File: src/descending_sorted_key_table_macros.svh
// ----------------------------------------------------------------------------
// Descending sorted key table: assertion macros
// Clocked on clk_i and disabled while rst_ni is low; empty in synthesis.
// ----------------------------------------------------------------------------
`ifndef DESCENDING_SORTED_KEY_TABLE_MACROS_SVH
`define DESCENDING_SORTED_KEY_TABLE_MACROS_SVH

`ifndef SYNTHESIS

// plain property on every clock edge
`define DSKT_ASSERT(lbl, prop) \
  lbl: assert property (@(posedge clk_i) disable iff (!rst_ni) (prop)) \
    else $error("dskt: assertion failed");

// same-cycle implication
`define DSKT_IMPLIES(lbl, ante, cons) \
  lbl: assert property (@(posedge clk_i) disable iff (!rst_ni) (ante) |-> (cons)) \
    else $error("dskt: implication failed");

// next-cycle implication
`define DSKT_NEXT(lbl, ante, cons) \
  lbl: assert property (@(posedge clk_i) disable iff (!rst_ni) (ante) |=> (cons)) \
    else $error("dskt: next-cycle implication failed");

`else

`define DSKT_ASSERT(lbl, prop)
`define DSKT_IMPLIES(lbl, ante, cons)
`define DSKT_NEXT(lbl, ante, cons)

`endif

`endif

File: src/dskt_ram.sv
// ----------------------------------------------------------------------------
// Descending sorted key table: generic RAM
// One write port, one read port, read data registered.
// ----------------------------------------------------------------------------
module dskt_ram #(
  parameter int WIDTH = 8,
  parameter int DEPTH = 2
) (
  input  logic                     clk_i,
  input  logic                     wr_en_i,
  input  logic [$clog2(DEPTH)-1:0] wr_addr_i,
  input  logic [WIDTH-1:0]         wr_data_i,
  input  logic                     rd_en_i,
  input  logic [$clog2(DEPTH)-1:0] rd_addr_i,
  output logic [WIDTH-1:0]         rd_data_o
);

  logic [WIDTH-1:0] mem_q [DEPTH];

  always_ff @(posedge clk_i) begin
    if (wr_en_i) begin
      mem_q[wr_addr_i] <= wr_data_i;
    end
    if (rd_en_i) begin
      rd_data_o <= mem_q[rd_addr_i];
    end
  end

endmodule

File: config.mk
export PLATFORM = sky130hd
export DESIGN_NAME = dskt_ram
export DESIGN_NICKNAME = d
export VERILOG_FILES = /design/src/descending_sorted_key_table_macros.svh /design/src/dskt_ram.sv
export SDC_FILE = /design/constraint.sdc
export NUM_CORES = 1
export LEC_CHECK = 0
export BUFFER_PORTS_ARGS = -buffer_cell sky130_fd_sc_hd__buf_2
export CAP_MARGIN = 20
export CORE_MARGIN = 5
export CORE_UTILIZATION = 45
export CTS_CLUSTER_SIZE = 10
export DETAILED_ROUTE_END_ITERATION = 10
export PLACE_DENSITY_LB_ADDON = 0.25
export SYNTH_ARGS = -nofsm -noshare
export SYNTH_HDL_FRONTEND = slang
export SYNTH_SLANG_ARGS = --single-unit
File: constraint.sdc
create_clock -name clk_i -period 1.55 [get_ports clk_i]
set_clock_uncertainty 0.15 [all_clocks]
set_input_delay 0.155 -clock clk_i [delete_from_list [all_inputs] [get_ports clk_i]]
set_output_delay 0.155 -clock clk_i [all_outputs]
set_load 0.01 [all_outputs]
==> out/qor.txt, run 1 <==
Post-Layout Inst Area - 1095 sq um
setup violators final - 0
ranking of synthesized cells by area - edfxtp_1, mux2_4, buf_6, and2_1, nor2b_1
post-synthesis simple-gate area fraction - 0.01447
drt first-iter violations - 1
critical path, cell by cell - buf_2
Critical Path Sink Type - output port
CTS tree - yes
Initial Util - 0.4849
Overall Global Routing Usage - 0.09242
critical-path maximum fanout - 1
Slew headroom - 0.7618
Nets - 81
synthesized instance count - 35
Final WS setup - 0.4299 ns
Final ANT Viol Nets - 0
die width - 53.83 um
Avg Cell Area, Syn - 24.70 sq um
number of setup buffers added after CTS - 0
RSZ-0062 raised after global routing - false
clk sinks - 24
Crit Path Class - reg -> out
drt wl/cell - 12.33 um
worst vdd ir - 0.6727 mV
via count - 390
Num CTS Buffers - 3
XOR/XNOR Fraction of Synth Area - 0
period utilization - 0.7227
area of the die - 2898 sq um
Placed Area - 992.2 sq um
antenna violations before repair - 0
CTS clk-pin slew, worst paths - 0.12 ns
critical path's top delay family - flip-flops
first-pass GRT wire length - 1.759 mm
top cell type's share of synthesized area - 0.8336
Synth Cell Area - 864.6 sq um
worst hold path type - in -> reg
most common cell after layout, fill and taps aside - edfxtp_1
Place WS - 0.4154 ns
Buf+Inv Stages, Crit Path - 1
# rows - 15
worst reg2reg path depth - 1
Net Count, Synth - 48
H-tree depth - 1
startpoint types - flop
main combinational cell family by area after synthesis - multiplexers
warnings from Yosys - 0
io pins - 21
status - complete, no violations
fraction of layout instances using a drive strength above 1 - 0.4848
Layout Area Growth over Synthesis - 26.63%
multiplexer share of the synthesized area - 0.1389
Max stage delay on crit path - 0.37 ns
placed cells - 80
Leak - 0.0004300 uW
Synth Area in Compound Gates - 0
fin crit period - 1.120 ns
gpl congestion - 0.6435
setup_tns - 0 ns
commonest cells after routing, fill and taps aside - edfxtp_1, buf_2, mux2_4, dlygate4sd3_1, clkbuf_4
Hold Fails Final Rpt - 0
final std cells w/o fill - 91
sequential area share after synthesis - 0.8336
slowest stage cell, crit path - edfxtp_1
CTS Buffer Depth - 2
area of the core - 1783 sq um
Synth cell types - 5
FF+latch count, synth - 24
DRC - 0
n_diodes - 0
post-DR vias/cell - 4.286
Required @ worst endpoint - 1.24 ns
crit path DAT - 0.82 ns
drt first pass iters - 2
fin util - 0.6140
synthesized-area fraction occupied by adder cells - 0
number of global-route vias before repair - 388
max cap viols - 0
pin count of the biggest net entering global routing - 13
DIE HEIGHT - 53.83 um
worst slew pin tran - 0.3574 ns
fin. max-slew vios - 0
total grt overflow - 0
Clock Latency Late Sink - 0.30 ns
CTS root buffer - clkbuf_4
Cells on Worst Hold Path - 1
Port Buf Inserts - 20
Fmax - 892.8 MHz
dominant cell type by area after synthesis - edfxtp_1
WP depth - 1
final WL - 1.122 mm
pwr dens - 1041 nW/um^2
Reg2Reg Setup Slack - 0.51 ns
-- sequential cells by signal, indices dropped and copies added (netlist names) --
name / count
mem_q: 16
rd_data_o: 8
-- metal layers --
| layer | vias up | part of all wire | track usage |
|---|---|---|---|
| li1 | 199 | - | - |
| met1 | 170 | 0.44 | 0.1022 |
| met5 | - | 0 | 0 |
| met2 | 17 | 0.47 | 0.1532 |
| met4 | 0 | 0.024 | 0.06383 |
| met3 | 4 | 0.070 | 0.02493 |
-- metrics by stage --
| stage | hold slack, ns | power [uW] |
|---|---|---|
| final | 0.02094 | 1139 |
| after global routing | 0.01845 | 1186 |
| after CTS | 0.02675 | 1140 |
| after detailed placement | 0.1961 | 883.7 |
| after global placement | 0.1932 | 880.8 |
| after floorplan | 0.1039 | 843.1 |
-- path summary, 6_finish.rpt --
kind                                from                      to
hold reg to reg    mem_q[1][5]$_DFFE_PP_  rd_data_o[5]$_DFFE_PP_
setup reg to reg   mem_q[0][3]$_DFFE_PP_  rd_data_o[3]$_DFFE_PP_
setup / recovery  rd_data_o[7]$_DFFE_PP_            rd_data_o[7]
hold / removal                   rd_en_i  rd_data_o[1]$_DFFE_PP_
-- synthesized netlist by cell type --
master and n:
mux2_4 8, and2_1 1, edfxtp_1 24, nor2b_1 1, buf_6 1
-- final cells by class --
cell class              count  area, sq um
clock buffers               3        22.52
flip-flops and latches     24        720.7
fillers                   127        688.2
well taps                  25        31.28
repair buffers             29        187.7
multi-input cells          10        132.6
-- power by group --
part	leakage (uW)	total (uW)	internal, uW	switching, uW
combinational	0.000188	106	64.1	42.4
clock	0.0000138	257	90.6	166
sequential	0.000228	776	766	9.98
total	0.000430	1140	920	219
-- what timing repair did --
item / in CTS / in global routing
hold buffers: 8 / 0
endpoints found under the setup margin: 0 / 0
gates resized for setup: 0 / 0
endpoints found under the hold margin: 16 / 0
-- logic make-up (layout without fill, tap and decap cells) --
group	Yosys count	in the layout
flip-flops	24	24
multiplexers	8	8
AND/OR/NAND/NOR	2	2
buffers and inverters	1	32
No activity file was read; power rests on OpenSTA's default activity.
==> run 2: changes to the inputs <==
clock period = 1.2 ns   (was 1.55 ns; I/O delays follow)
==> run 2 against run 1 <==
Effect of this change: sequential power increased by 29%; combinational power increased by 33%; wire length increased by 3.8%; die area unchanged; power increased by 30%; count of clock-buffer cells in the layout unchanged; via count increased by 2.8%; largest power group unchanged; highest routed layer unchanged.
==> out/qor.txt, run 2 (synthesis gave the netlist of run 1 again) <==
die width - 53.83 um (unchanged)
status - complete, no violations (unchanged)
fin. max-slew vios - 0 (unchanged)
CTS Buffer Depth - 2 (unchanged)
Buf+Inv Stages, Crit Path - 1 (unchanged)
first-pass GRT wire length - 1.828 mm (was 1.759 mm)
Total Power - 1479 uW (was 1139 uW)
pin count of the biggest net entering global routing - 14 (was 13)
critical path, cell by cell - buf_2 (unchanged)
slowest stage cell, crit path - edfxtp_1 (unchanged)
CTS clk-pin slew, worst paths - 0.12 ns (about the same)
worst vdd ir - 0.8941 mV (was 0.6727 mV)
Hold EP - mem_q[0][1]$_DFFE_PP_ (was rd_data_o[1]$_DFFE_PP_)
via count - 401 (was 390)
drt first pass iters - 4 (was 2)
CTS tree - yes (unchanged)
min-delay src - wr_addr_i (was rd_en_i)
most common cell after layout, fill and taps aside - edfxtp_1 (unchanged)
Clock Latency Late Sink - 0.30 ns (about the same)
Overall Global Routing Usage - 0.09639 (was 0.09242)
startpoint types - flop (unchanged)
post-DR vias/cell - 4.312 (was 4.286)
Slew headroom - 0.7578 (was 0.7618)
gpl congestion - 0.6435 (unchanged)
fin util - 0.6218 (was 0.6140)
max reg flops - 16 (unchanged)
fraction of layout instances using a drive strength above 1 - 0.4706 (was 0.4848)
# rows - 15 (unchanged)
antenna violations before repair - 0 (unchanged)
Hold Fails Final Rpt - 0 (unchanged)
Max stage delay on crit path - 0.37 ns (about the same)
Reg2Reg Setup Slack - 0.15 ns (was 0.51 ns)
worst slew pin tran - 0.3634 ns (was 0.3574 ns)
DRC - 0 (unchanged)
worst hold path type - in -> reg (unchanged)
area of the die - 2898 sq um (unchanged)
CTS root buffer - clkbuf_4 (unchanged)
Num CTS Buffers - 3 (unchanged)
max cap viols - 0 (unchanged)
critical path's top delay family - flip-flops (unchanged)
r2r endpoint - rd_data_o[5]$_DFFE_PP_ (was rd_data_o[3]$_DFFE_PP_)
drt first-iter violations - 2 (was 1)
commonest cells after routing, fill and taps aside - edfxtp_1, buf_2, dlygate4sd3_1 (was edfxtp_1, buf_2, mux2_4, dlygate4sd3_1, clkbuf_4)
total grt overflow - 0 (unchanged)
n_diodes - 0 (unchanged)
Initial Util - 0.4849 (unchanged)
Cells on Worst Hold Path - 3 (was 1)
worst reg2reg path depth - 1 (unchanged)
Required @ worst endpoint - 0.93 ns (was 1.24 ns)
number of setup buffers added after CTS - 0 (unchanged)
Leak - 0.0004358 uW (was 0.0004300 uW)
largest reg by FF count - mem_q (unchanged)
final WL - 1.165 mm (was 1.122 mm)
Final ANT Viol Nets - 0 (unchanged)
setup violators final - 0 (unchanged)
Layout Area Growth over Synthesis - 28.22% (was 26.63%)
number of global-route vias before repair - 413 (was 388)
pwr dens - 1334 nW/um^2 (was 1041 nW/um^2)
RR Startpoint - mem_q[0][5]$_DFFE_PP_ (was mem_q[0][3]$_DFFE_PP_)
Placed Area - 992.2 sq um (unchanged)
io pins - 21 (unchanged)
fin crit period - 1.083 ns
crit path DAT - 0.81 ns (was 0.82 ns)
DIE HEIGHT - 53.83 um (unchanged)
Nets - 82 (was 81)
RSZ-0062 raised after global routing - false (unchanged)
Crit Path Class - reg -> out (unchanged)
Critical Path Sink Type - output port (unchanged)
period utilization - 0.9024
clk sinks - 24 (unchanged)
critical-path maximum fanout - 1 (unchanged)
setup_tns - 0 ns (unchanged)
drt wl/cell - 12.53 um (was 12.33 um)
Port Buf Inserts - 20 (unchanged)
area of the core - 1783 sq um (unchanged)
H-tree depth - 1 (unchanged)
Fillers - 126 (was 127)
Post-Layout Inst Area - 1109 sq um (was 1095 sq um)
Fmax - 923.4 MHz
Largest regs - mem_q (16), rd_data_o (8) (unchanged)
[run 2: cell count changes in the layout (fill, tap and decap cells not counted)]
cell,delta
clkinv_1,+1
dlygate4sd3_1,+1
[run 2: final cells by class]
class                   instances  area (sq um)  share of cell area
flip-flops and latches         24         720.7              0.6501
repair buffers                 30         197.7              0.1783
multi-input cells              10         132.6              0.1196
well taps                      25         31.28             0.02822
clock buffers                   3         22.52             0.02032
clock inverters                 1         3.754            0.003386
[run 2: layer usage]
metal	vias up	routed length, um	global-route usage	share of wire
met5	-	0	0	0
met4	0	8	0.05106	0.0069
met3	2	77	0.03324	0.066
met2	17	589	0.1593	0.51
met1	178	491	0.1089	0.42
li1	204	-	-	-
[run 2: worst max-delay path by stage]
stage                                 startpoint                      to  slack (ns)  depth (start not counted)
after floorplan                          wr_en_i   mem_q[0][0]$_DFFE_PP_        0.14                          1
after global placement                 rd_addr_i  rd_data_o[3]$_DFFE_PP_        0.12                          2
after detailed placement               rd_addr_i  rd_data_o[3]$_DFFE_PP_        0.09                          2
after CTS                 rd_data_o[4]$_DFFE_PP_            rd_data_o[4]        0.10                          1
after global routing      rd_data_o[4]$_DFFE_PP_            rd_data_o[4]        0.06                          1
final                     rd_data_o[4]$_DFFE_PP_            rd_data_o[4]        0.12                          1
[run 2: repair_timing]
item / CTS / global route
endpoints found under the setup margin: 0 / 0
hold endpoints to repair: 24 / 0
hold buffers: 9 / 0
resized for setup: 0 / 0
[run 2: where the power goes]
part / internal [uW] / switching (uW) / total (uW) / leakage, uW
clock: 121 / 216 / 337 / 0.0000154
combinational: 84.9 / 56.4 / 141 / 0.000192
sequential: 989 / 12.0 / 1000 / 0.000228
[run 2: stage by stage]
step           hold slack [ns]  instances  setup WS, ns
2_1_floorplan          0.06887         35        0.1366
3_3_place_gp            0.1582         80        0.1183
3_5_place_dp            0.1611         80       0.09118
4_1_cts                 0.1080         93        0.1021
5_1_grt                 0.1097         93       0.06129
6_report                0.1144         93        0.1171
[run 2: tightest hold or removal path, delay by kind of cell]
family,cells,cell delay (ns)
buffers and inverters,2,0.24
AND/OR/NAND/NOR,1,0.04
==> run 3: changes to the inputs <==
ABC_AREA = 1   (was unset)
==> run 3 against run 2 <==
Effect of this change: die area fell by 2.2%; power rose by 14%; flip-flop and latch count did not move; non-clock buffer count did not move; clock power rose by 66%; global-route usage rose by 0.29 points; combinational power fell by 13%; sequential share of layout area fell by 0.15 points; cell count rose by 20%; worst hold slack got worse by 0.071 ns; setup slack got worse by 0.0089 ns; utilization rose by 1.5 points; critical path type unchanged.
==> out/qor.txt, run 3 <==
status - complete, no violations (unchanged)
Fmax - 915.9 MHz (was 923.4 MHz)
CTS root buffer - clkbuf_4 (unchanged)
Buf+Inv Stages, Crit Path - 1 (unchanged)
Post-Layout Inst Area - 1111 sq um (was 1109 sq um)
n_diodes - 0 (unchanged)
final WL - 1.132 mm (was 1.165 mm)
CTS tree - yes (unchanged)
Leak - 0.0004717 uW (was 0.0004358 uW)
# rows - 15 (unchanged)
most common cell after layout, fill and taps aside - nand2_1 (was edfxtp_1)
synthesized instance count - 54 (was 35)
max cap viols - 0 (unchanged)
commonest cells after routing, fill and taps aside - nand2_1, edfxtp_1, buf_2 (was edfxtp_1, buf_2, dlygate4sd3_1)
area of the core - 1745 sq um (was 1783 sq um)
slowest stage cell, crit path - edfxtp_1 (unchanged)
crit path DAT - 0.82 ns (was 0.81 ns)
Resize count post-CTS - 0 (unchanged)
sequential area share after synthesis - 0.8571 (was 0.8336)
fin crit period - 1.092 ns (was 1.083 ns)
Hold Fails Final Rpt - 0 (unchanged)
die width - 53.23 um (was 53.83 um)
worst slew pin tran - 0.3019 ns (was 0.3634 ns)
Multi-input gate area - 97.59 sq um (was 132.6 sq um)
first-pass GRT wire length - 1.966 mm (was 1.828 mm)
met3 Track Usage GR - 0.02535 (was 0.03324)
RSZ-0062 raised after global routing - false (unchanged)
startpoint types - flop (unchanged)
Critical Path Sink Type - output port (unchanged)
post-DR vias/cell - 3.973 (was 4.312)
Largest regs - mem_q (16), rd_data_o (8) (unchanged)
antenna violations before repair - 0 (unchanged)
Avg Cell Area, Syn - 15.57 sq um (was 24.70 sq um)
via count - 445 (was 401)
cts hold-fix bufs - 9 (unchanged)
number of global-route vias before repair - 445 (was 413)
DRC - 0 (unchanged)
FFs w/ async S/R, synth - 0 (unchanged)
Clock Latency Late Sink - 0.30 ns (about the same)
Placed Area - 968.4 sq um (was 992.2 sq um)
Slew headroom - 0.7985 (was 0.7578)
Port Buf Inserts - 20 (unchanged)
max reg flops - 16 (unchanged)
drt wl/cell - 10.11 um (was 12.53 um)
post-DP HPWL - 784.7 um
Overall Global Routing Usage - 0.09934 (was 0.09639)
met1 Usage GRT - 0.1280 (was 0.1089)
fin. max-slew vios - 0 (unchanged)
fraction of layout instances using a drive strength above 1 - 0.2989 (was 0.4706)
worst vdd ir - 0.8547 mV (was 0.8941 mV)
Max stage delay on crit path - 0.37 ns (about the same)
Initial Util - 0.4817 (was 0.4849)
gpl congestion - 0.7014 (was 0.6435)
Synth Cell Area - 840.8 sq um (was 864.6 sq um)
worst hold path type - in -> reg (unchanged)
Fillers - 139 (was 126)
final std cells w/o fill - 112 (was 93)
Num CTS Buffers - 3 (unchanged)
largest reg by FF count - mem_q (unchanged)
critical path, cell by cell - buf_2 (unchanged)
critical-path maximum fanout - 1 (unchanged)
period utilization - 0.9098 (was 0.9024)
setup violators final - 0 (unchanged)
Synth cell types - 6 (was 5)
GR peak layer - met2 (unchanged)
Layout Area Growth over Synthesis - 32.14% (was 28.22%)
critical path's top delay family - flip-flops (unchanged)
number of synthesized flops with an enable pin - 24 (unchanged)
setup_tns - 0 ns (unchanged)
Crit Path Class - reg -> out (unchanged)
drt first pass iters - 4 (unchanged)
FF+latch count, synth - 24 (unchanged)
warnings from Yosys - 0 (unchanged)
register area - 720.7 sq um (unchanged)
Nets - 101 (was 82)
most frequent cell after synthesis - nand2_1 (was edfxtp_1)
met2 GRT Util - 0.1531 (was 0.1593)
area of the die - 2833 sq um (was 2898 sq um)
top cell type's share of synthesized area - 0.8571 (was 0.8336)
CTS clk-pin slew, worst paths - 0.13 ns (was 0.12 ns)
Net Count, Synth - 67 (was 48)
H-tree depth - 1 (unchanged)
Top FF cell, synth - edfxtp_1 (unchanged)
Final ANT Viol Nets - 0 (unchanged)
ranking of synthesized cells by area - edfxtp_1, nand2_1, buf_6, inv_1, inv_2 (was edfxtp_1, mux2_4, buf_6, and2_1, nor2b_1)
number of setup buffers added after CTS - 0 (unchanged)
Required @ worst endpoint - 0.93 ns (about the same)
drt first-iter violations - 6 (was 2)
total grt overflow - 0 (unchanged)
clk sinks - 24 (unchanged)
io pins - 21 (unchanged)
Synth top cells by count - nand2_1, edfxtp_1, inv_1 (was edfxtp_1, mux2_4, and2_1, buf_6, nor2b_1)
CTS Buffer Depth - 2 (unchanged)
pwr dens - 1514 nW/um^2 (was 1334 nW/um^2)
DIE HEIGHT - 53.23 um (was 53.83 um)
placed cells - 99 (was 80)
pin count of the biggest net entering global routing - 15 (was 14)
dominant cell type by area after synthesis - edfxtp_1 (unchanged)
[run 3: cells by family (layout without fill, tap and decap cells)]
kind of cell,count (synthesis),count (layout),share of synthesized area
DFF,24,24,0.8571
buffers and inverters,4,37,0.02678
and+or+nand+nor,26,26,0.1161
[run 3: cell type report]
class / count / share of cell area
repair buffers: 30 / 0.1779
clock inverters: 1 / 0.02703
well taps: 25 / 0.02815
flip-flops and latches: 24 / 0.6486
clock buffers: 3 / 0.02027
multi-input cells: 26 / 0.08784
inverters: 3 / 0.01014
[run 3: power by group]
group	total (uW)	internal [uW]	switching [uW]
clock	560	337	223
sequential	1000	988	12.3
combinational	122	59.4	62.7
[run 3: worst paths after layout]
path | from | to | slack [ns] | cells after the start
setup reg to reg | mem_q[0][3]$_DFFE_PP_ | rd_data_o[3]$_DFFE_PP_ | 0.28 | 2
hold reg to reg | mem_q[0][5]$_DFFE_PP_ | rd_data_o[5]$_DFFE_PP_ | 0.38 | 2
setup / recovery | rd_data_o[4]$_DFFE_PP_ | rd_data_o[4] | 0.11 | 1
hold / removal | rd_addr_i | rd_data_o[0]$_DFFE_PP_ | 0.04 | 3
[run 3: layer usage]
metal / vias up / share of wire
li1: 247 / -
met1: 180 / 0.45
met2: 16 / 0.46
met3: 2 / 0.088
met4: 0 / 0.0044
met5: - / 0
[run 3: stage by stage]
step           power, uW    util  setup slack, ns  hold slack [ns]
3_3_place_gp        1119  0.5548           0.2476           0.1605
4_1_cts             1696  0.6366          0.09446          0.03893
3_5_place_dp        1122  0.5548           0.2080           0.1626
6_report            1683  0.6366           0.1082          0.04351
5_1_grt             1756  0.6366          0.06070          0.05076
2_1_floorplan       1069       -           0.1701          0.06887
